`config.mk`:
```
export PLATFORM = sky130hd
export DESIGN_NAME = command_line_tokenizer
export DESIGN_NICKNAME = d
export VERILOG_FILES = /design/src/rtl/clt_pkg.sv /design/src/rtl/clt_front.sv /design/src/rtl/clt_back.sv /design/src/rtl/command_line_tokenizer.sv
export SDC_FILE = /design/constraint.sdc
export NUM_CORES = 1
export LEC_CHECK = 0
export BUFFER_PORTS_ARGS = -buffer_cell sky130_fd_sc_hd__clkbuf_2
export CELL_PAD_IN_SITES_DETAIL_PLACEMENT = 1
export CELL_PAD_IN_SITES_GLOBAL_PLACEMENT = 2
export CORE_UTILIZATION = 30
export DETAILED_ROUTE_END_ITERATION = 6
export PLACE_DENSITY = 0.69
export SYNTH_ARGS = -nofsm -noshare
export SYNTH_HDL_FRONTEND = slang
export SYNTH_SLANG_ARGS = --single-unit
```
`constraint.sdc`:
```
create_clock -name i_clk -period 5 [get_ports i_clk]
set_input_delay 0.75 -clock i_clk [delete_from_list [all_inputs] [get_ports i_clk]]
set_output_delay 0.75 -clock i_clk [all_outputs]
set_load 0.03 [all_outputs]
```
`src/rtl/clt_pkg.sv`:
```
// command line tokenizer: shared types and constants
// character classes, token kinds, tokenizer state and queue entry layout
// no dependencies
`default_nettype none

package clt_pkg;

    // token kinds as carried on the output tuser
    typedef enum logic [3:0] {
        K_WCHAR = 4'd0,
        K_WEND  = 4'd1,
        K_OPEN  = 4'd2,
        K_CLOSE = 4'd3,
        K_IN    = 4'd4,
        K_INH   = 4'd5,
        K_OUT   = 4'd6,
        K_APP   = 4'd7,
        K_OUTH  = 4'd8,
        K_AMP   = 4'd9,
        K_AMP2  = 4'd10,
        K_PIPE  = 4'd11,
        K_PIPE2 = 4'd12,
        K_END   = 4'd13
    } t_kind;

    // operator characters as found by the classifier
    typedef enum logic [2:0] {
        OP_NONE    = 3'd0,
        OP_AMP     = 3'd1,
        OP_PIPE    = 3'd2,
        OP_LESS    = 3'd3,
        OP_GREATER = 3'd4,
        OP_OPEN    = 3'd5,
        OP_CLOSE   = 3'd6
    } t_op;

    localparam logic [7:0] CH_QUOTE   = 8'h22;
    localparam logic [7:0] CH_CARET   = 8'h5E;
    localparam logic [7:0] CH_SPACE   = 8'h20;
    localparam logic [7:0] CH_NEL     = 8'h85;
    localparam logic [7:0] CH_NBSP    = 8'hA0;
    localparam logic [7:0] CH_AMP     = 8'h26;
    localparam logic [7:0] CH_PIPE    = 8'h7C;
    localparam logic [7:0] CH_LESS    = 8'h3C;
    localparam logic [7:0] CH_GREATER = 8'h3E;
    localparam logic [7:0] CH_LPAREN  = 8'h28;
    localparam logic [7:0] CH_RPAREN  = 8'h29;
    localparam logic [1:0] RUN_MAX    = 2'd2;

    typedef struct packed {
        logic is_quote;
        logic is_caret;
        logic is_ws;
        t_op  op;
    } t_char_class;

    // one queued character with its class
    typedef struct packed {
        logic [7:0]  ch;
        logic        eoi;
        t_char_class cls;
    } t_entry;

    // head of the queue as seen by the back end
    typedef struct packed {
        logic   valid;
        t_entry entry;
    } t_queue_head;

    typedef struct packed {
        logic       split_pending;
        logic       word_open;
        logic [1:0] quote_run;
        logic       quoting;
        logic       escape_pending;
        logic       open_paren_seen;
        logic       close_paren_seen;
        logic [1:0] amp_run;
        logic [1:0] pipe_run;
        logic [1:0] less_run;
        logic [1:0] greater_run;
    } t_tok_state;

endpackage

`default_nettype wire

```
`src/rtl/clt_front.sv`:
```
// command line tokenizer front end: input transfer, character classing, queue
// depends on clt_pkg
`default_nettype none

module clt_front #(
    parameter int DEPTH = 4
) (
    input  wire logic                 i_clk,
    input  wire logic                 i_rst_n,
    input  wire logic                 i_valid,
    output logic                      o_ready,
    input  wire logic [7:0]           i_ch,
    input  wire logic                 i_eoi,
    input  wire logic                 i_pop,
    output clt_pkg::t_queue_head      o_head
);
    import clt_pkg::*;

    localparam int PTR_W = (DEPTH > 1) ? $clog2(DEPTH) : 1;
    localparam int CNT_W = $clog2(DEPTH + 1);

    t_entry             r_mem [DEPTH];
    logic [PTR_W-1:0]   r_wr_ptr, n_wr_ptr;
    logic [PTR_W-1:0]   r_rd_ptr, n_rd_ptr;
    logic [CNT_W-1:0]   r_count, n_count;
    t_char_class        w_cls;
    logic               w_push;
    logic               w_pop;

    // character classifier
    always_comb begin
        w_cls = '{is_quote: 1'b0, is_caret: 1'b0, is_ws: 1'b0, op: OP_NONE};
        unique case (i_ch) inside
            [8'd9:8'd13], CH_SPACE, CH_NEL, CH_NBSP: w_cls.is_ws = 1'b1;
            CH_QUOTE:   w_cls.is_quote = 1'b1;
            CH_CARET:   w_cls.is_caret = 1'b1;
            CH_AMP:     w_cls.op = OP_AMP;
            CH_PIPE:    w_cls.op = OP_PIPE;
            CH_LESS:    w_cls.op = OP_LESS;
            CH_GREATER: w_cls.op = OP_GREATER;
            CH_LPAREN:  w_cls.op = OP_OPEN;
            CH_RPAREN:  w_cls.op = OP_CLOSE;
            default:    w_cls.op = OP_NONE;
        endcase
    end

    assign o_ready = (r_count != CNT_W'(DEPTH));
    assign w_push  = i_valid && o_ready;
    assign w_pop   = i_pop && (r_count != '0);

    // pointer and fill count update
    always_comb begin
        n_wr_ptr = r_wr_ptr;
        n_rd_ptr = r_rd_ptr;
        n_count  = r_count;
        if (w_push) begin
            n_wr_ptr = (r_wr_ptr == PTR_W'(DEPTH - 1)) ? '0 : r_wr_ptr + 1'b1;
        end
        if (w_pop) begin
            n_rd_ptr = (r_rd_ptr == PTR_W'(DEPTH - 1)) ? '0 : r_rd_ptr + 1'b1;
        end
        if (w_push && !w_pop) begin
            n_count = r_count + 1'b1;
        end else if (w_pop && !w_push) begin
            n_count = r_count - 1'b1;
        end
    end

    always_ff @(posedge i_clk) begin
        if (!i_rst_n) begin
            r_wr_ptr <= '0;
            r_rd_ptr <= '0;
            r_count  <= '0;
        end else begin
            r_wr_ptr <= n_wr_ptr;
            r_rd_ptr <= n_rd_ptr;
            r_count  <= n_count;
        end
    end

    // queue storage
    always_ff @(posedge i_clk) begin
        if (w_push) begin
            r_mem[r_wr_ptr] <= '{ch: i_ch, eoi: i_eoi, cls: w_cls};
        end
    end

    assign o_head.valid = (r_count != '0);
    assign o_head.entry = r_mem[r_rd_ptr];

endmodule

`default_nettype wire

```
`src/rtl/clt_back.sv`:
```
// command line tokenizer back end: tokenizer state, token passes, output register
// depends on clt_pkg
`default_nettype none

module clt_back (
    input  wire logic                 i_clk,
    input  wire logic                 i_rst_n,
    input  wire clt_pkg::t_queue_head i_head,
    output logic                      o_pop,
    output logic                      o_valid,
    input  wire logic                 i_ready,
    output logic [3:0]                o_kind,
    output logic [7:0]                o_word_char,
    output logic                      o_last
);
    import clt_pkg::*;

    typedef struct packed {
        t_tok_state st;
        logic       emit;
        t_kind      kind;
        logic [7:0] wchar;
        logic       done;
    } t_pass;

    function automatic logic [1:0] f_sat_inc(logic [1:0] v);
        return (v >= RUN_MAX) ? RUN_MAX : v + 2'd1;
    endfunction

    // one pass over a character; done marks the character as used up
    function automatic t_pass f_pass(t_tok_state s, t_char_class c, logic [7:0] ch);
        t_pass p;
        p.st    = s;
        p.emit  = 1'b0;
        p.kind  = K_WCHAR;
        p.wchar = '0;
        p.done  = 1'b1;
        if (s.split_pending && s.word_open) begin
            // a pending split ends the open word first
            p.st.split_pending = 1'b0;
            p.st.word_open     = 1'b0;
            p.emit             = 1'b1;
            p.kind             = K_WEND;
            p.done             = 1'b0;
        end else begin
            p.st.split_pending = 1'b0;
            if (c.is_quote) begin
                if (s.quote_run == RUN_MAX) begin
                    // third quote in a row is a literal quote
                    p.st.quote_run = '0;
                    p.st.word_open = 1'b1;
                    p.emit         = 1'b1;
                    p.wchar        = CH_QUOTE;
                end else begin
                    p.st.quote_run = s.quote_run + 2'd1;
                end
            end else if (!s.quoting && !s.escape_pending && c.op != OP_NONE) begin
                p.st.split_pending = 1'b1;
                case (c.op)
                    OP_AMP:     p.st.amp_run = f_sat_inc(s.amp_run);
                    OP_PIPE:    p.st.pipe_run = f_sat_inc(s.pipe_run);
                    OP_LESS:    p.st.less_run = f_sat_inc(s.less_run);
                    OP_GREATER: p.st.greater_run = f_sat_inc(s.greater_run);
                    OP_OPEN:    p.st.open_paren_seen = 1'b1;
                    OP_CLOSE:   p.st.close_paren_seen = 1'b1;
                    default:    p.st.split_pending = 1'b0;
                endcase
            end else begin
                // a lone quote toggles quoting, any quote run is dropped
                if (s.quote_run == 2'd1) begin
                    p.st.quoting = ~s.quoting;
                end
                p.st.quote_run = '0;
                if (s.open_paren_seen) begin
                    p.st.open_paren_seen = 1'b0;
                    p.emit = 1'b1;
                    p.kind = K_OPEN;
                    p.done = 1'b0;
                end else if (s.close_paren_seen) begin
                    p.st.close_paren_seen = 1'b0;
                    p.emit = 1'b1;
                    p.kind = K_CLOSE;
                    p.done = 1'b0;
                end else if (s.less_run != '0) begin
                    p.st.less_run = '0;
                    p.st.amp_run  = '0;
                    p.emit = 1'b1;
                    p.kind = (s.amp_run != '0) ? K_INH : K_IN;
                    p.done = 1'b0;
                end else if (s.greater_run != '0) begin
                    p.st.greater_run = '0;
                    p.st.amp_run     = '0;
                    p.emit = 1'b1;
                    if (s.amp_run != '0) begin
                        p.kind = K_OUTH;
                    end else begin
                        p.kind = (s.greater_run == 2'd1) ? K_OUT : K_APP;
                    end
                    p.done = 1'b0;
                end else if (s.amp_run != '0) begin
                    p.st.amp_run = '0;
                    p.emit = 1'b1;
                    p.kind = (s.amp_run == 2'd1) ? K_AMP : K_AMP2;
                    p.done = 1'b0;
                end else if (s.pipe_run != '0) begin
                    p.st.pipe_run = '0;
                    p.emit = 1'b1;
                    p.kind = (s.pipe_run == 2'd1) ? K_PIPE : K_PIPE2;
                    p.done = 1'b0;
                end else if (!p.st.quoting && c.is_ws) begin
                    p.st.escape_pending = 1'b0;
                    if (s.word_open) begin
                        p.st.word_open = 1'b0;
                        p.emit = 1'b1;
                        p.kind = K_WEND;
                        p.done = 1'b0;
                    end
                end else if (!p.st.quoting && !s.escape_pending && c.is_caret) begin
                    p.st.escape_pending = 1'b1;
                end else begin
                    p.st.word_open      = 1'b1;
                    p.st.escape_pending = 1'b0;
                    p.emit  = 1'b1;
                    p.wchar = ch;
                end
            end
        end
        return p;
    endfunction

    t_tok_state r_st, n_st;
    logic       r_out_valid, n_out_valid;
    t_kind      r_kind, n_kind;
    logic [7:0] r_wchar, n_wchar;
    logic       r_last, n_last;
    t_pass      w_p1;
    t_pass      w_p2;
    logic       w_adv;
    logic       w_emit;

    // the second pass looks ahead so that the last token of a run is known
    assign w_p1  = f_pass(r_st, i_head.entry.cls, i_head.entry.ch);
    assign w_p2  = f_pass(w_p1.st, i_head.entry.cls, i_head.entry.ch);
    assign w_adv = i_head.valid && (!r_out_valid || i_ready);

    // pass sequencing and pop decision
    always_comb begin
        n_st    = r_st;
        n_kind  = r_kind;
        n_wchar = r_wchar;
        n_last  = r_last;
        w_emit  = 1'b0;
        o_pop   = 1'b0;
        if (w_adv) begin
            if (i_head.entry.eoi) begin
                // flush: word end, pending close, then end
                w_emit  = 1'b1;
                n_wchar = '0;
                n_last  = 1'b0;
                if (r_st.word_open) begin
                    n_st.word_open = 1'b0;
                    n_kind = K_WEND;
                end else if (r_st.close_paren_seen) begin
                    n_st.close_paren_seen = 1'b0;
                    n_kind = K_CLOSE;
                end else begin
                    n_st   = '0;
                    n_kind = K_END;
                    n_last = 1'b1;
                    o_pop  = 1'b1;
                end
            end else begin
                w_emit  = w_p1.emit;
                n_kind  = w_p1.kind;
                n_wchar = w_p1.wchar;
                if (w_p1.done) begin
                    n_st   = w_p1.st;
                    n_last = 1'b1;
                    o_pop  = 1'b1;
                end else if (!w_p2.emit) begin
                    n_st   = w_p2.st;
                    n_last = 1'b1;
                    o_pop  = 1'b1;
                end else begin
                    n_st   = w_p1.st;
                    n_last = 1'b0;
                end
            end
        end
    end

    // output register, held while the sink stalls
    always_comb begin
        if (w_adv && w_emit) begin
            n_out_valid = 1'b1;
        end else if (i_ready) begin
            n_out_valid = 1'b0;
        end else begin
            n_out_valid = r_out_valid;
        end
    end

    always_ff @(posedge i_clk) begin
        if (!i_rst_n) begin
            r_st        <= '0;
            r_out_valid <= 1'b0;
        end else begin
            r_st        <= n_st;
            r_out_valid <= n_out_valid;
        end
    end

    always_ff @(posedge i_clk) begin
        if (w_adv && w_emit) begin
            r_kind  <= n_kind;
            r_wchar <= n_wchar;
            r_last  <= n_last;
        end
    end

    assign o_valid     = r_out_valid;
    assign o_kind      = r_kind;
    assign o_word_char = r_wchar;
    assign o_last      = r_last;

endmodule

`default_nettype wire

```
`src/rtl/command_line_tokenizer.sv`:
```
// command line tokenizer top level: front end queue feeding the token back end
// depends on clt_pkg, clt_front, clt_back
//
// channel   dir  tdata             tuser                tlast
// s         in   [7:0] ch          [0] end_of_input     -
// m         out  [7:0] word_char   [3:0] kind           last_of_run
//
// the back end emits the tokens of a queued character one after another and pops
// it with the last of them, or with none; an end item is popped with its end token
// the front end takes a character every cycle while the queue has room
// the queue of QUEUE_DEPTH entries absorbs bursts of operator tokens
// reset is synchronous, active low, and clears all tokenizer state
// a stalled output holds its token while the queue keeps filling
`default_nettype none

module command_line_tokenizer #(
    parameter int QUEUE_DEPTH = 4
) (
    input  wire logic       i_clk,
    input  wire logic       i_rst_n,
    input  wire logic       i_s_tvalid,
    output logic            o_s_tready,
    input  wire logic [7:0] i_s_tdata,   // [7:0] ch
    input  wire logic       i_s_tuser,   // [0] end_of_input
    output logic            o_m_tvalid,
    input  wire logic       i_m_tready,
    output logic [7:0]      o_m_tdata,   // [7:0] word_char
    output logic [3:0]      o_m_tuser,   // [3:0] kind
    output logic            o_m_tlast
);
    import clt_pkg::*;

    t_queue_head w_head;
    logic        w_pop;

    clt_front #(
        .DEPTH (QUEUE_DEPTH)
    ) u_front (
        .i_clk   (i_clk),
        .i_rst_n (i_rst_n),
        .i_valid (i_s_tvalid),
        .o_ready (o_s_tready),
        .i_ch    (i_s_tdata),
        .i_eoi   (i_s_tuser),
        .i_pop   (w_pop),
        .o_head  (w_head)
    );

    clt_back u_back (
        .i_clk       (i_clk),
        .i_rst_n     (i_rst_n),
        .i_head      (w_head),
        .o_pop       (w_pop),
        .o_valid     (o_m_tvalid),
        .i_ready     (i_m_tready),
        .o_kind      (o_m_tuser),
        .o_word_char (o_m_tdata),
        .o_last      (o_m_tlast)
    );

`ifndef ASSERT_OFF
    // end token always closes its run
    a_end_last: assert property (@(posedge i_clk) disable iff (!i_rst_n)
        o_m_tvalid && o_m_tuser == K_END |-> o_m_tlast)
        else $error("end token without tlast");

    // only word characters carry a character value
    a_char_zero: assert property (@(posedge i_clk) disable iff (!i_rst_n)
        o_m_tvalid && o_m_tuser != K_WCHAR |-> o_m_tdata == 8'd0)
        else $error("nonzero data on a non-character token");

    // backpressure on the input only when the queue holds work
    a_full_busy: assert property (@(posedge i_clk) disable iff (!i_rst_n)
        !o_s_tready |-> w_head.valid)
        else $error("input stalled with an empty queue");

    // a pop only happens on a valid head
    a_pop_valid: assert property (@(posedge i_clk) disable iff (!i_rst_n)
        w_pop |-> w_head.valid)
        else $error("queue pop without an entry");
`endif

endmodule

`default_nettype wire
```
# After elaboration in Yosys (flattened, before gate mapping)
# Memories as Yosys holds them, arrays and structs flattened. A register that Yosys moved wholly into a read port is not among the register bits.
# Index checks and enable logic that the tools add are counted.
# totals
register_bits	37
output_inout_bits	15
input_bits	13
wordCells	338
ram_bits	60
n_memories	1
# memory_table
memory	depth	width	rd	rd_ports_with_merged_regs	write_ports	line	text
u_front.r_mem	4	15	1	1	1	clt_front.sv:22	t_entry r_mem [DEPTH];
# classes
n_reduce_logical	47
n_eq_ne	32
magnitude_cmp	10
bitwise	2
add_sub_neg	14
n_mux	214
# ops
operator	n
8-bit two-way mux	20
1-bit two-way mux	98
2-bit two-way mux	46
5-bit two-way mux	18
14-bit two-way mux	5
8-bit by 6-bit equality test with 1-bit output, second input constant	7
16-bit two-way mux	3
4-bit two-way mux	9
2-bit by 1-bit adder with 2-bit output, second input constant	12
12-bit two-way mux	2
10-bit two-way mux	2
2-bit nonzero test	10
1-bit logical AND	19
3-bit two-way mux	6
9-bit two-way mux	2
3-bit case mux with 6 select lines	1
2-bit by 1-bit equality test with 1-bit output, second input constant	8
8-bit by 7-bit equality test with 1-bit output, second input constant	2
8-bit equality test, second input constant	2
2-bit >= comparator, second input constant	8
3-bit equality test, second input constant	3
1-bit zero test	9
2-bit equality test, second input constant	4
8-bit by 4-bit >= comparator with 1-bit output, second input constant	1
17 further kinds	22

# Logic depth before layout (Yosys ltp)
# depth
word_depth	48
ltp_mapped	16
ltp_nobuf	13

# Modules after synthesis
# A second synthesis with hierarchy kept.
# unflattened
cells_unflattened	476
hier_area_um2	5392.7
# modules_own_cells
module	n_inst	seq_area_each_um2	cells_each	area_each_um2
clt_front	1	1981.9	159	2832.7
clt_back	1	730.7	317	2560.0

# Worst setup path before layout
# OpenSTA, ideal clock, no wires.
# synth_path
path_kind	reg-to-reg
start	register with a tool-made name
end	register u_front.r_count[2]
synth_period_minus_slack_ns	3.998
stages_incl_launch_ff	15
arrival_time_ns	3.923
t_required_ns	4.924
setup_slack_ns	1.002
setup_time_ns	0.076
path_buffers	1
cell_sequence	dfxtp_1 -> buf_6 -> mux4_2 -> o31ai_4 -> nand2_1 -> o41a_1 -> a31oi_1 -> o21ai_0 -> o21ai_1 -> ha_1 -> inv_1 -> fa_1 -> xor2_1 -> or3_1 -> a21boi_0
# synth_rtl
item	line	text
end signal, assigned	clt_front.sv:77	r_count <= n_count;
end, declared	clt_front.sv:25	logic [CNT_W-1:0] r_count, n_count;

==> metrics <==
Reg power frac=32.7%; Die Span Y=136 um; largest net degree at the start of global routing=19; # diodes=0; DRC viols=0; max_slew headroom=between 40 and 50%; Root Driver=clkbuf_16; drt pass-1 iters=7; Synth Area per Inst=between 10 and 15 um2; Final #Nets=around 540; Yosys cell types=71; kind of critical path=reg -> reg; vias in the first global route=between 4000 and 5000; share of post-route cells with drive strength above 1=16.6%; clk_skew=between 0.015 and 0.02 ns; unrepaired setup endpoints after global routing=no; port buffer count=27; final worst-path cycle share=91.5%; number of vias per cell=around 5.6; Switch Pwr=1.47 mW; most frequent cells in the layout=edfxtp_1, nor2_1, nand2_1; largest cells by area after synthesis=edfxtp_1, dfxtp_1, mux4_2; number of core rows=48; final wirelength=15700 um; I/O pin total=28; sw frac=42.9%; Gate Count Post-Synth=493; hpwl dp=11400 um; GR Overflow Total=0; initial DRC count=approximately 340; flops & latches, synth=just under 100; sequential area share after synthesis=between 50% and 60%; setup TNS=0 ns; share of power burned in combinational logic=a little under half; commonest non-fill, non-tap cell in the layout=edfxtp_1; Reg area=roughly 0.0027 mm2; wire length of the first global-routing pass=about 25000 um; post-route ant nets=0; die area=roughly 0.018 mm2; CTS max path bufs=2; gpl congestion=between 0.9 and 1; Syn. warnings=0; Peak VDD IR=just over 0.0002 V; # Max-Cap Violations=0; Worst setup SP type=flop; status=finished clean; Clk pwr share=a little over a fifth; LEAKAGE=between 2 and 2.5 nW; cell taking the most area after synthesis=edfxtp_1; total number of vias=about 4200; TritonCTS clock tree=done; Setup crit end kind=flop; Post-CTS Resized=0; post-CTS setup buffers=0; power density cells=~560 mW/mm2; GRT Total Usage=between 10% and 20%; starting density of the core=slightly above 30%; Hold Path Class=reg -> reg; Crit Path Max Fanout=15; Synth top area share=between 40% and 50%; fillers=~1900; antenna violations before repair=0; Synth Cell Area=approximately 0.0054 mm2; R2R cell count=13; EDFF count, synth=73; worst hold slack=roughly 0.5 ns; Max Clk Rate=around 0.22 GHz; final-report max-slew violation count=0; internal cell power=approximately 2.0 mW; final hold violation count=0; WP data arrival=about 4.9 ns; Least-Margin Pin Slew=between 0.8 and 0.9 ns; setup violators final=0; worst-skew pair later-pin latency=~0.36 ns; CTS clk-pin slew, worst paths=~0.07 ns; fin cells=about 750; hold depth=2; H-tree depth=3; Num Clock Sinks=99; Area growth, synth to finish=13.3%; multi-input logic area=0.00249 mm2; routed len/inst=~21 um; hold buffer count at CTS=0; core area=approximately 0.017 mm2; Post-synth top flop=edfxtp_1; syn nets=513; Die W=~140 um; placed insts=~730; Worst EP required=~5.3 ns; Period minus WS final=between 4 and 5 ns; CTS buffer count=9; ys async rst share=0%
-- worst max-delay path, stage by stage (launching register included) --
cell and delay (ns):
dfxtp_1 0.46, mux4_2 0.70, o31ai_4 0.49, nand3_1 0.17, o31a_1 0.17, or3b_1 0.50, nor4_1 0.60, o21ai_1 0.32
ha_1 0.31, inv_1 0.08, fa_1 0.18, xor2_1 0.08, or3_1 0.30, a21boi_0 0.15
-- final timing paths --
path | endpoint | slack [ns] | from
hold / removal | flop | 0.51 | u_front.r_rd_ptr[0]
setup / recovery | u_front.r_count[2] | 0.43 | flop
setup reg to reg | u_front.r_count[2] | 0.43 | flop
hold reg to reg | flop | 0.51 | u_front.r_rd_ptr[0]
-- synth_stat cells (10+ instances only) --
| library cell | instances |
|---|---|
| nand3_1 | 19 |
| a31oi_1 | 13 |
| nor2_1 | 41 |
| mux4_2 | 14 |
| o21ai_0 | 24 |
| dfxtp_1 | 26 |
| nor3_1 | 15 |
| edfxtp_1 | 73 |
| nand2_1 | 32 |
| and3_1 | 13 |
| a21oi_1 | 27 |
| nor2b_1 | 10 |
| inv_1 | 10 |
| clkbuf_1 | 19 |
-- stage by stage --
stage	power, mW	setup WS (ns)	cell area (um2)	util [%]
final	3.42	0.427	6060	34.9
after global routing	3.62	0.0246	6060	34.9
after CTS	3.43	0.423	6060	34.9
after detailed placement	2.68	0.462	5750	33.1
after global placement	2.68	0.640	5750	33.1
after floorplan	2.23	1.00	5350	-
-- kinds of logic (layout without fill, tap and decap cells) --
| group | count (synthesis) | in the layout | synth area share (%) |
|---|---|---|---|
| AO/OA/AOI/OAI | 144 | 144 | 18.8 |
| XOR/XNOR | 3 | 3 | 0.491 |
| adder cells (fa/ha/maj) | 7 | 7 | 1.78 |
| buffers and inverters | 36 | 66 | 2.90 |
| flip-flops | 99 | 99 | 50.7 |
| multiplexers | 23 | 23 | 7.92 |
| AND/OR/NAND/NOR | 181 | 181 | 17.5 |
-- layout make-up --
class | count | area share (%)
Sequential cell | 99 | 44.7
Clock buffer | 9 | 3.71
Timing Repair Buffer | 40 | 3.84
Tap cell | 225 | 4.64
Multi-Input combinational cell | 358 | 41.0
Clock inverter | 7 | 1.44
Inverter | 10 | 0.619
-- routing by layer --
metal	vias to the layer above	track usage, %	wire length (um)
met5	-	0	0
met4	0	7.12	473
met3	34	2.73	532
met2	103	30.5	7660
met1	2101	23.4	7050
li1	1975	-	-
-- power by group through the flow --
stage,logic [mW],clock network [mW],registers [mW]
2_1_floorplan,1.04,0,1.19
3_3_place_gp,1.54,0,1.13
3_5_place_dp,1.55,0,1.14
4_1_cts,1.55,0.759,1.12
5_1_grt,1.69,0.787,1.14
6_report,1.56,0.743,1.12
-- registers in the layout, indices dropped and copies added, names as in the netlist, named ones only --
signal              cells
u_front.r_mem          60
u_back.o_valid          1
u_front.r_count         3
u_front.r_wr_ptr        2
u_front.r_rd_ptr        2
u_back.r_st            16
u_back.o_word_char      8
u_back.o_last           1
u_back.o_kind           4
(Power assumes the default switching activity.)
